File: config.mk
export PLATFORM = sky130hd
export DESIGN_NAME = ps2_keyboard_init_sequencer_unit_flat
export DESIGN_NICKNAME = d
export VERILOG_FILES = /design/src/ps2ki_pkg.sv /design/src/ps2ki_ifs.sv /design/src/ps2ki_in_stage.sv /design/src/ps2ki_fsm.sv /design/src/ps2ki_out_stage.sv /design/src/ps2_keyboard_init_sequencer_unit.sv /design/src/flat_wrapper.sv
export SDC_FILE = /design/constraint.sdc
export NUM_CORES = 1
export LEC_CHECK = 0
export BUFFER_PORTS_ARGS = -buffer_cell sky130_fd_sc_hd__buf_2
export CORE_ASPECT_RATIO = 0.6
export CORE_MARGIN = 1.5
export CORE_UTILIZATION = 40
export CTS_CLUSTER_DIAMETER = 150
export DETAILED_ROUTE_END_ITERATION = 10
export MAX_ROUTING_LAYER = met4
export SYNTH_ARGS = -nofsm -noshare
export SYNTH_HDL_FRONTEND = slang
export SYNTH_SLANG_ARGS = --single-unit
export TNS_END_PERCENT = 20
File: constraint.sdc
create_clock -name i_clk -period 5.9 [get_ports i_clk]
set_input_delay 0.59 -clock i_clk [delete_from_list [all_inputs] [get_ports i_clk]]
set_output_delay 0.59 -clock i_clk [all_outputs]
set_load 0.01 [all_outputs]
File: src/ps2ki_pkg.sv
// ----------------------------------------------------------------------------
// ps2ki_pkg
// Types and byte codes shared by the PS/2 keyboard init sequencer.
// ----------------------------------------------------------------------------
package ps2ki_pkg;

    typedef enum logic [2:0] {
        PH_IDLE      = 3'd0,
        PH_ACK_RESET = 3'd1,
        PH_SELFTEST  = 3'd2,
        PH_ACK_SET   = 3'd3,
        PH_ACK_ARG   = 3'd4,
        PH_SKIP      = 3'd5,
        PH_GET_SET   = 3'd6
    } t_phase;

    typedef enum logic [1:0] {
        ST_OK       = 2'd0,
        ST_SELFTEST = 2'd1,
        ST_BAD      = 2'd2
    } t_status;

    localparam logic CMD_START = 1'b0;
    localparam logic CMD_RX    = 1'b1;

    localparam logic [7:0] BYTE_RESET  = 8'hFF;
    localparam logic [7:0] BYTE_RESEND = 8'hFE;
    localparam logic [7:0] BYTE_ACK    = 8'hFA;
    localparam logic [7:0] BYTE_PASS   = 8'hAA;
    localparam logic [7:0] BYTE_SETCMD = 8'hF0;
    localparam logic [7:0] BYTE_QUERY  = 8'h00;
    localparam logic [7:0] SET_ONE     = 8'h43;
    localparam logic [7:0] SET_TWO     = 8'h41;
    localparam logic [7:0] SET_THREE   = 8'h3F;

    localparam logic [1:0] RETRY_RESET = 2'd3;

    typedef struct packed {
        logic       command;
        logic [7:0] rx_byte;
    } t_in_item;

    typedef struct packed {
        logic       send_valid;
        logic [7:0] send_byte;
        logic       done_res;
        logic [1:0] status;
        logic [7:0] set_id;
    } t_res_item;

endpackage

File: src/ps2ki_ifs.sv
// ----------------------------------------------------------------------------
// ps2ki interfaces
// Valid/ready channels: input item, result item and configuration write.
// ----------------------------------------------------------------------------
interface ps2ki_in_if;
    logic       valid;
    logic       ready;
    logic       command;
    logic [7:0] rx_byte;

    modport source (output valid, output command, output rx_byte, input ready);
    modport sink   (input valid, input command, input rx_byte, output ready);
endinterface

interface ps2ki_out_if;
    logic       valid;
    logic       ready;
    logic       send_valid;
    logic [7:0] send_byte;
    logic       done_res;
    logic [1:0] status;
    logic [7:0] set_id;

    modport source (output valid, output send_valid, output send_byte,
                    output done_res, output status, output set_id, input ready);
    modport sink   (input valid, input send_valid, input send_byte,
                    input done_res, input status, input set_id, output ready);
endinterface

interface ps2ki_cfg_if;
    logic       valid;
    logic       ready;
    logic [1:0] retry_limit;

    modport source (output valid, output retry_limit, input ready);
    modport sink   (input valid, input retry_limit, output ready);
endinterface

File: src/ps2ki_in_stage.sv
// ----------------------------------------------------------------------------
// ps2ki_in_stage
// Input register: holds one received transaction until the sequencer takes it.
// ----------------------------------------------------------------------------
module ps2ki_in_stage (
    input  logic                i_clk,
    input  logic                i_rst_n,
    input  logic                i_valid,
    output logic                o_ready,
    input  ps2ki_pkg::t_in_item i_item,
    input  logic                i_advance,
    output logic                o_valid,
    output ps2ki_pkg::t_in_item o_item
);
    import ps2ki_pkg::*;

    logic     r_valid;
    t_in_item r_item;

    assign o_ready = !r_valid || i_advance;
    assign o_valid = r_valid;
    assign o_item  = r_item;

    always_ff @(posedge i_clk) begin
        if (!i_rst_n) begin
            r_valid <= 1'b0;
        end else if (o_ready) begin
            r_valid <= i_valid;
        end
    end

    always_ff @(posedge i_clk) begin
        if (o_ready && i_valid) begin
            r_item <= i_item;
        end
    end

endmodule

File: src/ps2ki_fsm.sv
// ----------------------------------------------------------------------------
// ps2ki_fsm
// Handshake state machine: phase, retry count and retry limit register, and
// the result decode for one received transaction.
// ----------------------------------------------------------------------------
module ps2ki_fsm (
    input  logic                 i_clk,
    input  logic                 i_rst_n,
    input  logic                 i_cfg_we,
    input  logic [1:0]           i_cfg_retry_limit,
    input  logic                 i_fire,
    input  ps2ki_pkg::t_in_item  i_item,
    output logic                 o_has_res,
    output ps2ki_pkg::t_res_item o_res
);
    import ps2ki_pkg::*;

    t_phase     r_phase;
    t_phase     n_phase;
    logic [1:0] r_retry_count;
    logic [1:0] n_retry_count;
    logic [1:0] r_retry_limit;
    logic [7:0] w_last_byte;
    t_phase     w_ack_next;

    always_ff @(posedge i_clk) begin
        if (!i_rst_n) begin
            r_retry_limit <= RETRY_RESET;
        end else if (i_cfg_we) begin
            r_retry_limit <= i_cfg_retry_limit;
        end
    end

    always_ff @(posedge i_clk) begin
        if (!i_rst_n) begin
            r_phase       <= PH_IDLE;
            r_retry_count <= 2'd0;
        end else if (i_fire) begin
            r_phase       <= n_phase;
            r_retry_count <= n_retry_count;
        end
    end

    always_comb begin
        case (r_phase)
            PH_ACK_RESET: begin
                w_last_byte = BYTE_RESET;
                w_ack_next  = PH_SELFTEST;
            end
            PH_ACK_SET: begin
                w_last_byte = BYTE_SETCMD;
                w_ack_next  = PH_ACK_ARG;
            end
            default: begin
                w_last_byte = BYTE_QUERY;
                w_ack_next  = PH_SKIP;
            end
        endcase
    end

    always_comb begin
        n_phase       = r_phase;
        n_retry_count = r_retry_count;
        o_has_res     = 1'b0;
        o_res         = '0;
        if (i_item.command == CMD_START) begin
            n_phase          = PH_ACK_RESET;
            n_retry_count    = 2'd0;
            o_has_res        = 1'b1;
            o_res.send_valid = 1'b1;
            o_res.send_byte  = BYTE_RESET;
        end else begin
            case (r_phase)
                PH_ACK_RESET, PH_ACK_SET, PH_ACK_ARG: begin
                    if (i_item.rx_byte == BYTE_RESEND) begin
                        o_has_res = 1'b1;
                        if (r_retry_count < r_retry_limit) begin
                            n_retry_count    = r_retry_count + 2'd1;
                            o_res.send_valid = 1'b1;
                            o_res.send_byte  = w_last_byte;
                        end else begin
                            n_phase        = PH_IDLE;
                            o_res.done_res = 1'b1;
                            o_res.status   = ST_BAD;
                        end
                    end else if (i_item.rx_byte == BYTE_ACK) begin
                        n_phase       = w_ack_next;
                        n_retry_count = 2'd0;
                        if (r_phase == PH_ACK_SET) begin
                            o_has_res        = 1'b1;
                            o_res.send_valid = 1'b1;
                            o_res.send_byte  = BYTE_QUERY;
                        end
                    end else begin
                        n_phase        = PH_IDLE;
                        o_has_res      = 1'b1;
                        o_res.done_res = 1'b1;
                        o_res.status   = ST_BAD;
                    end
                end
                PH_SELFTEST: begin
                    o_has_res = 1'b1;
                    if (i_item.rx_byte == BYTE_PASS) begin
                        n_phase          = PH_ACK_SET;
                        n_retry_count    = 2'd0;
                        o_res.send_valid = 1'b1;
                        o_res.send_byte  = BYTE_SETCMD;
                    end else begin
                        n_phase        = PH_IDLE;
                        o_res.done_res = 1'b1;
                        o_res.status   = ST_SELFTEST;
                    end
                end
                PH_SKIP: begin
                    n_phase = PH_GET_SET;
                end
                PH_GET_SET: begin
                    n_phase        = PH_IDLE;
                    o_has_res      = 1'b1;
                    o_res.done_res = 1'b1;
                    if (i_item.rx_byte inside {SET_ONE, SET_TWO, SET_THREE}) begin
                        o_res.status = ST_OK;
                        o_res.set_id = i_item.rx_byte;
                    end else begin
                        o_res.status = ST_BAD;
                    end
                end
                default: begin
                    n_phase = PH_IDLE;
                end
            endcase
        end
    end

endmodule

File: src/ps2ki_out_stage.sv
// ----------------------------------------------------------------------------
// ps2ki_out_stage
// Result register: holds one result transaction until the consumer takes it.
// ----------------------------------------------------------------------------
module ps2ki_out_stage (
    input  logic                 i_clk,
    input  logic                 i_rst_n,
    input  logic                 i_load,
    input  ps2ki_pkg::t_res_item i_res,
    output logic                 o_can_load,
    input  logic                 i_ready,
    output logic                 o_valid,
    output ps2ki_pkg::t_res_item o_res
);
    import ps2ki_pkg::*;

    logic      r_valid;
    t_res_item r_res;

    assign o_can_load = !r_valid || i_ready;
    assign o_valid    = r_valid;
    assign o_res      = r_res;

    always_ff @(posedge i_clk) begin
        if (!i_rst_n) begin
            r_valid <= 1'b0;
        end else if (o_can_load) begin
            r_valid <= i_load;
        end
    end

    always_ff @(posedge i_clk) begin
        if (o_can_load && i_load) begin
            r_res <= i_res;
        end
    end

endmodule

File: src/ps2_keyboard_init_sequencer_unit.sv
// ----------------------------------------------------------------------------
// ps2_keyboard_init_sequencer_unit
// Host-side PS/2 keyboard reset and scancode-set query sequencer.
// ----------------------------------------------------------------------------
// Each input transaction (a start command or a received keyboard byte) is
// registered, decoded combinationally against the current phase, and its
// result (a byte to send or a finish status) is placed in an output register.
// One transaction is taken per clock cycle unless the input stalls. Bytes that
// only advance the phase produce no result. The input stalls only while the
// output register is full and not being drained.
// The retry limit register accepts a write every cycle.
module ps2_keyboard_init_sequencer_unit (
    input  logic         i_clk,
    input  logic         i_rst_n,
    ps2ki_in_if.sink     i_in,
    ps2ki_out_if.source  o_out,
    ps2ki_cfg_if.sink    i_cfg
);
    import ps2ki_pkg::*;

    t_in_item  w_in_item;
    t_in_item  w_stage_item;
    logic      w_stage_valid;
    logic      w_advance;
    logic      w_has_res;
    t_res_item w_res;
    logic      w_out_can_load;
    t_res_item w_out_res;

    assign w_in_item.command = i_in.command;
    assign w_in_item.rx_byte = i_in.rx_byte;
    assign i_cfg.ready       = 1'b1;
    assign w_advance         = w_stage_valid && (!w_has_res || w_out_can_load);

    ps2ki_in_stage u_in_stage (
        .i_clk     (i_clk),
        .i_rst_n   (i_rst_n),
        .i_valid   (i_in.valid),
        .o_ready   (i_in.ready),
        .i_item    (w_in_item),
        .i_advance (w_advance),
        .o_valid   (w_stage_valid),
        .o_item    (w_stage_item)
    );

    ps2ki_fsm u_fsm (
        .i_clk             (i_clk),
        .i_rst_n           (i_rst_n),
        .i_cfg_we          (i_cfg.valid),
        .i_cfg_retry_limit (i_cfg.retry_limit),
        .i_fire            (w_advance),
        .i_item            (w_stage_item),
        .o_has_res         (w_has_res),
        .o_res             (w_res)
    );

    ps2ki_out_stage u_out_stage (
        .i_clk      (i_clk),
        .i_rst_n    (i_rst_n),
        .i_load     (w_advance && w_has_res),
        .i_res      (w_res),
        .o_can_load (w_out_can_load),
        .i_ready    (o_out.ready),
        .o_valid    (o_out.valid),
        .o_res      (w_out_res)
    );

    assign o_out.send_valid = w_out_res.send_valid;
    assign o_out.send_byte  = w_out_res.send_byte;
    assign o_out.done_res   = w_out_res.done_res;
    assign o_out.status     = w_out_res.status;
    assign o_out.set_id     = w_out_res.set_id;

endmodule

File: src/flat_wrapper.sv
// flat-port wrapper written by rule: the top's interface ports become plain ports
module ps2_keyboard_init_sequencer_unit_flat import ps2ki_pkg::*;
  (i_clk, i_rst_n, i_in_valid, i_in_command, i_in_rx_byte, i_in_ready, o_out_valid, o_out_send_valid, o_out_send_byte, o_out_done_res, o_out_status, o_out_set_id, o_out_ready, i_cfg_valid, i_cfg_retry_limit, i_cfg_ready);
  ps2ki_in_if i_in_i ();
  ps2ki_out_if o_out_i ();
  ps2ki_cfg_if i_cfg_i ();
  input  logic i_clk;
  input  logic i_rst_n;
  input wire logic [$bits(i_in_i.valid)-1:0] i_in_valid;
  input wire logic [$bits(i_in_i.command)-1:0] i_in_command;
  input wire logic [$bits(i_in_i.rx_byte)-1:0] i_in_rx_byte;
  output wire logic [$bits(i_in_i.ready)-1:0] i_in_ready;
  output wire logic [$bits(o_out_i.valid)-1:0] o_out_valid;
  output wire logic [$bits(o_out_i.send_valid)-1:0] o_out_send_valid;
  output wire logic [$bits(o_out_i.send_byte)-1:0] o_out_send_byte;
  output wire logic [$bits(o_out_i.done_res)-1:0] o_out_done_res;
  output wire logic [$bits(o_out_i.status)-1:0] o_out_status;
  output wire logic [$bits(o_out_i.set_id)-1:0] o_out_set_id;
  input wire logic [$bits(o_out_i.ready)-1:0] o_out_ready;
  input wire logic [$bits(i_cfg_i.valid)-1:0] i_cfg_valid;
  input wire logic [$bits(i_cfg_i.retry_limit)-1:0] i_cfg_retry_limit;
  output wire logic [$bits(i_cfg_i.ready)-1:0] i_cfg_ready;
  assign i_in_i.valid = i_in_valid;
  assign i_in_i.command = i_in_command;
  assign i_in_i.rx_byte = i_in_rx_byte;
  assign i_in_ready = i_in_i.ready;
  assign o_out_valid = o_out_i.valid;
  assign o_out_send_valid = o_out_i.send_valid;
  assign o_out_send_byte = o_out_i.send_byte;
  assign o_out_done_res = o_out_i.done_res;
  assign o_out_status = o_out_i.status;
  assign o_out_set_id = o_out_i.set_id;
  assign o_out_i.ready = o_out_ready;
  assign i_cfg_i.valid = i_cfg_valid;
  assign i_cfg_i.retry_limit = i_cfg_retry_limit;
  assign i_cfg_ready = i_cfg_i.ready;
  ps2_keyboard_init_sequencer_unit u_core (.i_clk(i_clk), .i_rst_n(i_rst_n), .i_in(i_in_i), .o_out(o_out_i), .i_cfg(i_cfg_i));
endmodule
-- Yosys cells after proc, flatten, opt, wreduce, memory -nomap -nowiden
Index checks and enable logic that the tools add are counted.
- word-level logic and storage cells: 77
- input bits: 16
- bits in registers: 38
- output and inout port bits: 23
- reductions and logical operators: 16
- eq/ne operators: 17
- magnitude comparators: 1
- multiplexer cells: 30
- add/sub/neg operators: 1
- operators by type and width (cell ; count):
    $mux W9 ; 4
    $eq A8 B8 Y1 const B ; 3
    $mux W3 ; 7
    $pmux W3 S3 ; 2
    $pmux W9 S2 ; 1
    $eq A8 B7 Y1 const B ; 2
    $pmux W8 S2 ; 1
    $mux W2 ; 7
    $mux W12 ; 1
    $ne A4 B4 Y1 const B ; 3
    $eq A3 B3 Y1 const B ; 3
    $eq A8 B6 Y1 const B ; 1
    $eq A3 B2 Y1 const B ; 2
    $ne A3 B3 Y1 const B ; 2
    $pmux W3 S2 ; 1
    $reduce_and A5 Y1 ; 1
    $logic_and A1 B1 Y1 ; 4
    $mux W1 ; 4
    $pmux W2 S2 ; 1
    $eq A3 B1 Y1 const B ; 1
    $logic_not A1 Y1 ; 3
    $logic_or A1 B1 Y1 ; 3
    $reduce_and A3 Y1 ; 1
    $reduce_bool A3 Y1 ; 1
    other kinds (6) ; 6

-- Depth between registers and ports, before layout
Gate-level depths: netlist of the first run.
- depth in word-level cells: 11
- mapped depth: 7
- gate-level depth less buffers: 7

-- Hierarchy
A second synthesis of the first run with hierarchy kept.
- cell total of the unflattened synthesis: 150
- area, all modules: 1794.2 sq um
- by module, submodules not included (module ; cells each ; area each (sq um) ; times used ; seq. area each (sq um)):
    ps2ki_fsm ; 106 ; 778.2 ; 1 ; 140.1
    ps2ki_out_stage ; 25 ; 658.1 ; 1 ; 620.6
    ps2ki_in_stage ; 14 ; 327.8 ; 1 ; 290.3
    ps2_keyboard_init_sequencer_unit ; 5 ; 30.0 ; 1 ; 0.0

-- Worst setup path before layout of the first run
Ideal clock, no wire load.
- kind: reg2reg
- start point: register u_core.u_in_stage.r_item, in the netlist u_core.u_in_stage.o_item[2]
- end point: register u_core.u_in_stage.r_item, in the netlist u_core.u_in_stage.o_item[0] (enable)
- setup slack: 3890 ps
- library setup time: 378 ps
- cell stages (with the launch flop): 6
- path buffers: 1
- clock period less this slack: 2010 ps
- data arrival time: 1633 ps
- data required time: 5522 ps
- cell sequence: edfxtp_1 nor4bb_1 buf_2 a221o_1 nand2_1 a21oi_1
- word-level cells in the longest chain between the ends: 10
- elaborated cells on any way between the ends: 11
- those cells by class: eq/ne (2); mux (4); reduce/logical (5)
- RTL lines (item ; RTL line ; text):
    start: declaration ; ps2ki_in_stage.sv:18 ; t_in_item r_item;
    start signal: assignment ; ps2ki_in_stage.sv:34 ; r_item <= i_item;
    $eq A8 B8 Y1 ; ps2ki_fsm.sv:86 ; end else if (i_item.rx_byte == BYTE_ACK) begin
    $mux W1 ; ps2ki_fsm.sv:86 ;
    $mux W1 * ; ps2ki_fsm.sv:75 ; if (i_item.rx_byte == BYTE_RESEND) begin
    $pmux W1 S2 * ; ps2ki_fsm.sv:73 ; case (r_phase)
    $mux W1 * ; ps2ki_fsm.sv:66 ; if (i_item.command == CMD_START) begin
    $logic_not A1 Y1 * ; ps2_keyboard_init_sequencer_unit.sv:33 ; assign w_advance = w_stage_valid && (!w_has_res || w_out_can_load);
    $logic_or A1 B1 Y1 * ; ps2_keyboard_init_sequencer_unit.sv:33 ;
    $logic_and A1 B1 Y1 * ; ps2_keyboard_init_sequencer_unit.sv:33 ;
    $logic_or A1 B1 Y1 * ; ps2ki_in_stage.sv:20 ; assign o_ready = !r_valid || i_advance;
    $logic_and A1 B1 Y1 * ; ps2ki_in_stage.sv:33 ; if (o_ready && i_valid) begin
Every way passes the cells marked *; elsewhere a longest branch is shown, timed or not.
A chain may end at the register's enable or synchronous reset.

-- Worst setup path after layout of the first run
- start point: register u_core.u_in_stage.r_item, in the netlist u_core.u_in_stage.o_item[2]
- end point: output port i_in_ready
- word-level cells in the longest chain between the ends: 9
- elaborated cells on any way between the ends: 10
- those cells by class: eq/ne (2); mux (4); reduce/logical (4)
- RTL lines (item ; RTL line ; text):
    $eq A8 B8 Y1 ; ps2ki_fsm.sv:86 ;
    $mux W1 ; ps2ki_fsm.sv:86 ;
    $mux W1 * ; ps2ki_fsm.sv:75 ;
    $pmux W1 S2 * ; ps2ki_fsm.sv:73 ;
    $mux W1 * ; ps2ki_fsm.sv:66 ;
    $logic_not A1 Y1 * ; ps2_keyboard_init_sequencer_unit.sv:33 ;
    $logic_or A1 B1 Y1 * ; ps2_keyboard_init_sequencer_unit.sv:33 ;
    $logic_and A1 B1 Y1 * ; ps2_keyboard_init_sequencer_unit.sv:33 ;
    $logic_or A1 B1 Y1 * ; ps2ki_in_stage.sv:20 ;
    end: declaration ; flat_wrapper.sv:12 ; output wire logic [$bits(i_in_i.ready)-1:0] i_in_ready;
Marks and branches as above.

==> run_results.csv, run 1 <==
group,metric,value,unit
run_status,status,"finished, violations left",
run_status,failed_checks,"DRC",
sta,fin_crit_sh,46.3,%
power,vdd_ir_drop_max,0.169,mV
layout,fillers,357,
sta,fmax,366,MHz
sta,finalHoldViolations,0,
floorplanning,die_w,85.2,µm
placement,place_congestion,0.874,
synth,seq_area_frac_synth,53.7,%
sta,timing.final.max_slew_violations,0,
floorplanning,initial_core_util,43.0,%
synth,synth.net_count,168,
power,combinationalPowerShare,7.9,%
synth,yosys_register_bits,32,
flow_run,maxCapViolCount,0,
power,p_sw,0.102,mW
setup_path,crit_fanout,9,
global_routing,grt_max_degree,16,
clock_network,cts_root_buf,"clkbuf_8",
clock_network,clock_latency,0.28,ns
sta,tns,0,ns
layout,drive_above_1_share,24.9,%
global_routing,grt_first_pass_wirelength,5.39,mm
synth,synth_top_cell_by_area,"edfxtp_1",
sta,rsz0062_at_grt,"no",
routing,drt_iter0_drc,106,
setup_path,crit_type,"reg -> out",
routing,vias_per_cell,5.64,
placement,numPortBuffers,37,
clock_network,cts-resized-gates,0,
synth,synth_edf_count,23,
routing,post-route-drc-count,5,
routing,drt-total-wl,3.39,mm
power,power_leakage,0.727,nW
setup_path,endpoint_kind,"output pin",
global_routing,gr-total-overflow,0,
floorplanning,core-area,3760,µm²
power,p_clk_share,34.7,%
clock_network,numCtsBuffers,5,
synth,syn_area,1620,µm²
layout,diodes,0,
synth,yosys_warnings,0,
layout,syn_to_final_growth,14.9,%
synth,synth_top_cell_area_share,42.6,%
global_routing,grt_pass1_vias,1132,
min_path,hp-class,"in -> reg",
synth,synthTopCellsByCount,"edfxtp_1 (23), nand2_1 (14), dfxtp_1 (9), and2_1 (8), buf_4 (8)",
clock_network,cts.sinks,32,
clock_network,max-clock-path-buffers,2,
sta,finalWorstPathRequiredPeriod,2.73,ns
sta,worst_pin_slew,0.807,ns
clock_network,cts_tree,"done",
layout,fin_nets,197,
synth,synth-main-ff-cell,"edfxtp_1",
sta,slew_headroom,45.5,%
global_routing,antenna_found_initial,0,
synth,synthArstFlopShare,0,%
synth,synthTopCellsByArea,"edfxtp_1 (43%), dfxtp_1 (11%), buf_4 (3.7%), nand2_1 (3.2%), and2_1 (3.1%)",
synth,yosysMostFrequentCell,"edfxtp_1",
sta,setup_viol,0,
power,netSwitchingFraction,22.7,%
clock_network,hold_buffers,0,
sta,whs,0.485,ns
floorplanning,die-area,4450,µm²
clock_network,path_clk_slew,0.06,ns
synth,synth.avg_cell_area,10.7,µm²
setup_path,arrival,2.14,ns
setup_path,critPathRequiredTime,5.31,ns
placement,dp_hpwl,2.52,mm
power,p_seq_share,57.4,%
routing,ant_nets,0,
power,power-per-cell-area,242,nW/µm²
sta,fin_worst_skew,0.00614,ns
clock_network,h-tree-depth,2,
floorplanning,ioPinCount,39,
routing,routedWlPerCell,14.9,µm
global_routing,grtUsageTotal,16.9,%
synth,netlist-cell-type-count,41,
power,intPower,0.349,mW
routing,num_vias,1287,
floorplanning,rows,17,
clock_network,postCtsSetupRepairBufs,0,
setup_path,worstSetupStartpointType,"flop",
routing,drt_first_pass_iters,7,
synth,synth_cells,151,
floorplanning,die_h,52.3,µm
stage by stage:
step                      power (mW)  worst slack, ns  cell area (µm²)  utilization (%)  instances
final                          0.451             3.17             1860             49.5        228
after global routing           0.473             2.96             1860             49.5        228
after CTS                      0.456             2.87             1860             49.3        228
after detailed placement       0.299             2.91             1770             47.1        220
after global placement         0.297             3.05             1770             47.1        220
after floorplan                0.285             3.89             1620                -        151
state kept, by name, indices dropped and copies added (netlist names):
signal	count
u_core.u_in_stage.o_item	9
u_core.u_fsm.r_retry_count	2
u_core.u_out_stage.o_valid	1
u_core.u_out_stage.o_res	14
u_core.u_fsm.r_retry_limit	2
u_core.u_fsm.r_phase	3
u_core.u_in_stage.o_valid	1
layout make-up:
class / instances / area [µm²] / share of cell area (%)
Clock buffer: 7 / 76.3 / 4.10
Multi-Input combinational cell: 99 / 647 / 34.7
Timing Repair Buffer: 37 / 185 / 9.95
Tap cell: 47 / 58.8 / 3.16
Clock inverter: 1 / 5.00 / 0.269
Sequential cell: 32 / 871 / 46.8
Inverter: 5 / 18.8 / 1.01
cell families (layout without fill, tap and decap cells):
group | Yosys count | in the layout | synth area share [%]
compound gates | 34 | 34 | 15.3
fa+ha+maj | 1 | 1 | 0.772
buf+inv | 20 | 50 | 6.72
flops | 32 | 32 | 53.7
mux | 2 | 2 | 1.24
other cells | 2 | 2 | 0.463
simple gates | 60 | 60 | 21.8
final timing paths:
path / from / endpoint / slack (ns) / cells after the start
worst max-delay path: u_core.u_in_stage.o_item[2] / i_in_ready / 3.17 / 5
worst min-delay path: i_in_rx_byte[4] / u_core.u_in_stage.o_item[4] / 0.48 / 1
worst min register to register: u_core.u_fsm.r_retry_count[1] / u_core.u_fsm.r_retry_count[1] / 0.50 / 2
worst max register to register: u_core.u_in_stage.o_item[2] / u_core.u_in_stage.o_item[2] / 3.23 / 4
power by group through the flow:
| stage | clock network (mW) | registers [mW] | logic [mW] |
|---|---|---|---|
| global route | 0.173 | 0.261 | 0.0385 |
| detailed placement | 0 | 0.264 | 0.0350 |
| floorplan | 0 | 0.262 | 0.0231 |
| CTS | 0.162 | 0.259 | 0.0352 |
| global placement | 0 | 0.263 | 0.0341 |
| finish | 0.157 | 0.259 | 0.0355 |
placed cells by master, fill, tap and decap left out, types with 2 or more instances in the layout:
cell type	synthesis	routed
a21oi_1	6	6
and2_1	8	8
and4b_1	3	3
buf_2	3	37
clkbuf_1	4	2
clkbuf_8	0	5
conb_1	2	2
dfxtp_1	9	9
edfxtp_1	23	23
inv_1	5	5
mux2i_1	2	2
nand2_1	14	14
nand2b_1	5	5
nand3_1	6	6
nand4_1	2	2
nand4b_1	2	2
nor2_1	5	5
nor2b_1	3	3
nor3_1	3	3
nor3b_1	3	3
o2111a_1	2	2
o2111ai_1	2	2
o211a_1	3	3
o211ai_1	3	3
o21a_1	3	3
o21ai_0	3	3
o21ai_1	4	4
critical path: stages, from the launching register on:
cell and delay (ns):
edfxtp_1 0.46, nor4bb_2 0.77, a221o_1 0.33, nand2_1 0.10
nand2_1 0.09, buf_2 0.13
routing by layer:
metal | track usage [%] | share of wire, % | up-vias
met4 | 6.56 | 1.5 | 0
li1 | - | - | 615
met2 | 23.9 | 44 | 66
met1 | 22.6 | 46 | 598
met5 | - | 0 | -
met3 | 5.35 | 8.2 | 8
(Power assumes the default switching activity.)
==> inputs of run 2 (changes only) <==
- clock period: 5.9 -> 2.2 ns (I/O delays scaled with it)
==> run_results.csv, run 2 (synthesis results as in run 1) <==
group,metric,value,unit
min_path,whs_path_depth,1,
sta,tns,0,ns
power,intPower,0.927,mW
setup_path,crit_fanout,10,
clock_network,numCtsBuffers,5,
sta,whs,0.118,ns
sta,rsz0062_at_grt,"no",
power,p_clk_share,34.0,%
layout,fillers,354,
power,combinationalPowerShare,8.6,%
layout,diodes,0,
power,power-per-cell-area,630,nW/µm²
setup_path,max_stage_delay,0.49,ns
setup_path,endpoint_kind,"output pin",
clock_network,h-tree-depth,2,
setup_path,critPathRequiredTime,1.98,ns
layout,drive_above_1_share,27.1,%
clock_network,cts-resized-gates,0,
clock_network,hold_buffers,0,
setup_path,crit_top_cell,"nand2_1",
setup_path,path_depth,6,
power,p_sw,0.276,mW
layout,layout_commonest_cell,"buf_2",
clock_network,path_clk_slew,0.06,ns
floorplanning,die_w,85.2,µm
placement,placed_cells,228,
setup_path,worstSetupStartpointType,"flop",
power,p_seq_share,57.4,%
routing,vias_per_cell,5.39,
routing,post-route-drc-count,4,
power,vdd_ir_drop_max,0.359,mV
global_routing,grt_max_degree,15,
layout,largest_reg_flops,14,
placement,place_area,1830,µm²
floorplanning,core-area,3760,µm²
floorplanning,die_h,52.3,µm
routing,routedWlPerCell,13.9,µm
layout,final_area,1910,µm²
power,power_leakage,0.765,nW
sta,fin_worst_skew,0.0110,ns
sta,finalHoldViolations,0,
global_routing,grtUsageTotal,17.5,%
clock_network,clock_latency,0.28,ns
setup_path,worst-path-buf-inv,2,
global_routing,gr-total-overflow,0,
clock_network,postCtsSetupRepairBufs,0,
sta,setup_viol,0,
setup_path,worstRegToRegCells,5,
layout,fin_nets,205,
setup_path,arrival,1.85,ns
global_routing,grt_first_pass_wirelength,5.55,mm
sta,fmax,484,MHz
power,netSwitchingFraction,22.9,%
clock_network,cts_root_buf,"clkbuf_8",
run_status,failed_checks,"DRC",
routing,drt-total-wl,3.28,mm
clock_network,cts_tree,"done",
run_status,status,"finished, violations left",
setup_path,crit_type,"reg -> out",
layout,final_cell_mix,"buf_2 (37), edfxtp_1 (23), nand2_1 (14)",
sta,fin_crit_sh,93.9,%
routing,drt_iter0_drc,107,
setup_path,worstPathCellList,"and4_1 > buf_4 > a221o_1 > nand2_1 > nand2_1 > buf_2",
layout,finalNonFillerCells,235,
sta,worst_pin_slew,0.646,ns
routing,num_vias,1267,
global_routing,antenna_found_initial,0,
sta,timing.final.max_slew_violations,0,
clock_network,cts.sinks,32,
floorplanning,die-area,4450,µm²
min_path,hp-class,"in -> reg",
sta,slew_headroom,57.0,%
setup_path,cp_top_family,"flip-flops",
floorplanning,initial_core_util,43.0,%
setup_path,critPathSlowestCell,"edfxtp_1",
sta,finalWorstPathRequiredPeriod,2.07,ns
floorplanning,rows,17,
setup_path,r2r_setup_slack,0.16,ns
routing,drt_first_pass_iters,7,
layout,syn_to_final_growth,17.9,%
global_routing,grt_pass1_vias,1132,
placement,place_congestion,0.888,
routing,ant_nets,0,
placement,dp_hpwl,2.47,mm
power,power,1.20,mW
floorplanning,ioPinCount,39,
placement,numPortBuffers,37,
flow_run,maxCapViolCount,0,
clock_network,max-clock-path-buffers,2,
[run 2: cell count changes in the layout (fill, tap and decap cells not counted), sizes merged]
| cell | delta |
|---|---|
| clkinv | +1 |
| buf | +8 |
| clkbuf | -2 |
[run 2: worst paths after layout]
path	from	endpoint
max	u_core.u_in_stage.o_item[5]	i_in_ready
min	i_in_rx_byte[5]	u_core.u_in_stage.o_item[5]
max reg2reg	u_core.u_in_stage.o_item[5]	u_core.u_out_stage.o_res[1]
min reg2reg	u_core.u_fsm.r_retry_limit[0]	u_core.u_fsm.r_retry_limit[0]
[run 2: power by group through the flow]
stage | combinational (mW) | sequential, mW | clock (mW)
floorplan | 0.0619 | 0.703 | 0
global placement | 0.101 | 0.702 | 0
detailed placement | 0.103 | 0.703 | 0
CTS | 0.103 | 0.690 | 0.428
global route | 0.114 | 0.694 | 0.452
finish | 0.103 | 0.691 | 0.410
[run 2: layer usage]
| layer | wire [µm] | share of wire, % | global-route usage (%) | vias up |
|---|---|---|---|---|
| met5 | 0 | 0 | - | - |
| met4 | 44 | 1.3 | 8.20 | 0 |
| met3 | 244 | 7.4 | 5.20 | 4 |
| met2 | 1370 | 42 | 23.3 | 55 |
| met1 | 1620 | 49 | 24.1 | 577 |
| li1 | - | - | - | 631 |
[run 2: area by class of cell]
type | count | area (µm²) | share of cell area, %
inverter | 5 | 18.8 | 0.982
clock inverter | 2 | 7.51 | 0.393
sequential | 32 | 871 | 45.6
clock buffer | 5 | 68.8 | 3.60
timing repair buffer | 45 | 245 | 12.8
tap | 47 | 58.8 | 3.08
multi-input combinational | 99 | 641 | 33.5
[run 2: metrics by stage]
stage | setup slack, ns | util (%)
after floorplan | 0.190 | -
after global placement | 0.211 | 48.7
after detailed placement | 0.164 | 48.7
after CTS | 0.144 | 50.7
after global routing | 0.0312 | 50.7
final | 0.135 | 50.7
[run 2: worst register-to-register path, delay by kind of cell, from the launching register on]
family,cells,cell delay [ns]
flops,1,0.49
simple gates,4,1.28
compound gates,1,0.15
==> inputs of run 3 (changes only) <==
- PLACE_DENSITY: default -> 0.75
==> run_results.csv, run 3 (synthesis results as in run 1) <==
group,metric,value,unit
routing,drt-total-wl,3.34,mm
routing,drt_first_pass_iters,7,
clock_network,max-clock-path-buffers,2,
layout,diodes,0,
layout,finalNonFillerCells,236,
sta,finalWorstPathRequiredPeriod,2.06,ns
routing,maxUsedRoutingLayer,"met4",
setup_path,crit_fanout,10,
sta,fin_worst_skew,0.00438,ns
floorplanning,die_w,85.2,µm
floorplanning,initial_core_util,43.0,%
clock_network,cts.sinks,32,
sta,slew_headroom,57.5,%
floorplanning,ioPinCount,39,
power,p_clk_share,42.3,%
global_routing,grt_pass1_vias,1122,
routing,vias_per_cell,5.45,
global_routing,grtUsageTotal,17.0,%
routing,num_vias,1287,
setup_path,worst-path-buf-inv,2,
routing,drt_iter0_drc,151,
setup_path,max_stage_delay,0.45,ns
power,p_sw,0.318,mW
clock_network,cts_tree,"done",
routing,met2_length,1.30,mm
power,combinationalPowerShare,7.6,%
sta,whs,0.0958,ns
routing,routedWlPerCell,14.2,µm
global_routing,grt_first_pass_wirelength,5.37,mm
layout,fillers,339,
placement,place_congestion,0.826,
setup_path,critPathRequiredTime,1.98,ns
setup_path,crit_type,"reg -> out",
clock_network,h-tree-depth,2,
global_routing,antenna_found_initial,0,
layout,final_cell_mix,"buf_2 (37), edfxtp_1 (23), nand2_1 (14)",
setup_path,arrival,1.84,ns
sta,fin_crit_sh,93.7,%
placement,placed_cells,227,
layout,utilization,51.9,%
sta,rsz0062_at_grt,"no",
power,netSwitchingFraction,23.1,%
power,power_leakage,0.781,nW
layout,layout_commonest_cell,"buf_2",
sta,fmax,485,MHz
power,intPower,1.06,mW
run_status,status,"finished, violations left",
min_path,hp-class,"in -> reg",
layout,largest_reg_flops,14,
placement,pre_cts_slack,0.216,ns
floorplanning,core-area,3760,µm²
clock_network,cts_root_buf,"clkbuf_8",
placement,dp_hpwl,2.46,mm
setup_path,endpoint_kind,"output pin",
routing,post-route-drc-count,3,
sta,setup_viol,0,
setup_path,cp_top_family,"flip-flops",
layout,fin_nets,205,
global_routing,gr-total-overflow,0,
routing,ant_nets,0,
layout,syn_to_final_growth,20.7,%
layout,drive_above_1_share,29.1,%
power,p_seq_share,50.2,%
sta,timing.final.max_slew_violations,0,
clock_network,path_clk_slew,0.07,ns
sta,worst_pin_slew,0.637,ns
setup_path,worstSetupStartpointType,"flop",
flow_run,maxCapViolCount,0,
routing,wl_met1,1.72,mm
clock_network,numCtsBuffers,5,
clock_network,clock_latency,0.29,ns
setup_path,critPathSlowestCell,"edfxtp_1",
sta,tns,0,ns
global_routing,grt_max_degree,15,
sta,setup_slack,0.138,ns
setup_path,crit_top_cell,"nand2_1",
floorplanning,die-area,4450,µm²
floorplanning,die_h,52.3,µm
placement,numPortBuffers,37,
setup_path,worstPathCellList,"and4_1 > buf_4 > a221o_1 > nand2_1 > nand2_1 > buf_2",
floorplanning,rows,17,
sta,finalHoldViolations,0,
routing,wl_met3,267,µm
run_status,failed_checks,"DRC",
power,power-per-cell-area,704,nW/µm²
power,vdd_ir_drop_max,0.472,mV
-- run 3: layout make-up --
type | instances | area, µm² | area share, %
clock buffer | 5 | 68.8 | 3.52
clock inverter | 3 | 46.3 | 2.37
timing repair buffer | 45 | 245 | 12.5
sequential | 32 | 871 | 44.5
tap | 47 | 58.8 | 3.01
multi-input combinational | 99 | 647 | 33.1
inverter | 5 | 18.8 | 0.960
-- run 3: path summary, 6_finish.rpt --
kind                                 start                             to  slack (ns)  cells after the start
max            u_core.u_in_stage.o_item[6]                     i_in_ready        0.14                      6
min                        i_in_rx_byte[7]    u_core.u_in_stage.o_item[7]         0.1                      1
max reg2reg    u_core.u_in_stage.o_item[5]    u_core.u_out_stage.o_res[2]        0.18                      5
min reg2reg  u_core.u_fsm.r_retry_limit[0]  u_core.u_fsm.r_retry_limit[0]        0.50                      2
-- run 3: per-layer routing --
metal / vias up / GRT usage (%)
met5: - / -
met4: 0 / 6.83
met3: 5 / 7.40
met2: 60 / 22.5
met1: 593 / 22.5
li1: 629 / -
-- run 3: worst register-to-register path, cell delays in order, from the launching register on --
cell      delay (ns)
edfxtp_1        0.48
or4b_1          0.55
o22ai_1         0.15
and4b_1         0.23
and4b_1         0.33
and2_1          0.16
-- run 3: power by group through the flow --
stage / Sequential, mW / Clock [mW] / Combinational (mW)
3_5_place_dp: 0.704 / 0 / 0.101
6_report: 0.691 / 0.582 / 0.104
5_1_grt: 0.694 / 0.626 / 0.114
3_3_place_gp: 0.703 / 0 / 0.0999
2_1_floorplan: 0.703 / 0 / 0.0619
4_1_cts: 0.691 / 0.598 / 0.101
-- run 3: through the flow --
stage          cell area [µm²]  power [mW]
2_1_floorplan             1620       0.765
3_3_place_gp              1830       0.803
3_5_place_dp              1830       0.805
4_1_cts                   1940        1.39
5_1_grt                   1960        1.43
6_report                  1960        1.38
-- run 3: repair_timing --
item                                    in CTS  in global routing
hold buffers                                 0                  0
buffers inserted                             0                  1
endpoints found under the setup margin       0                  1
gates resized for setup                      0                  1
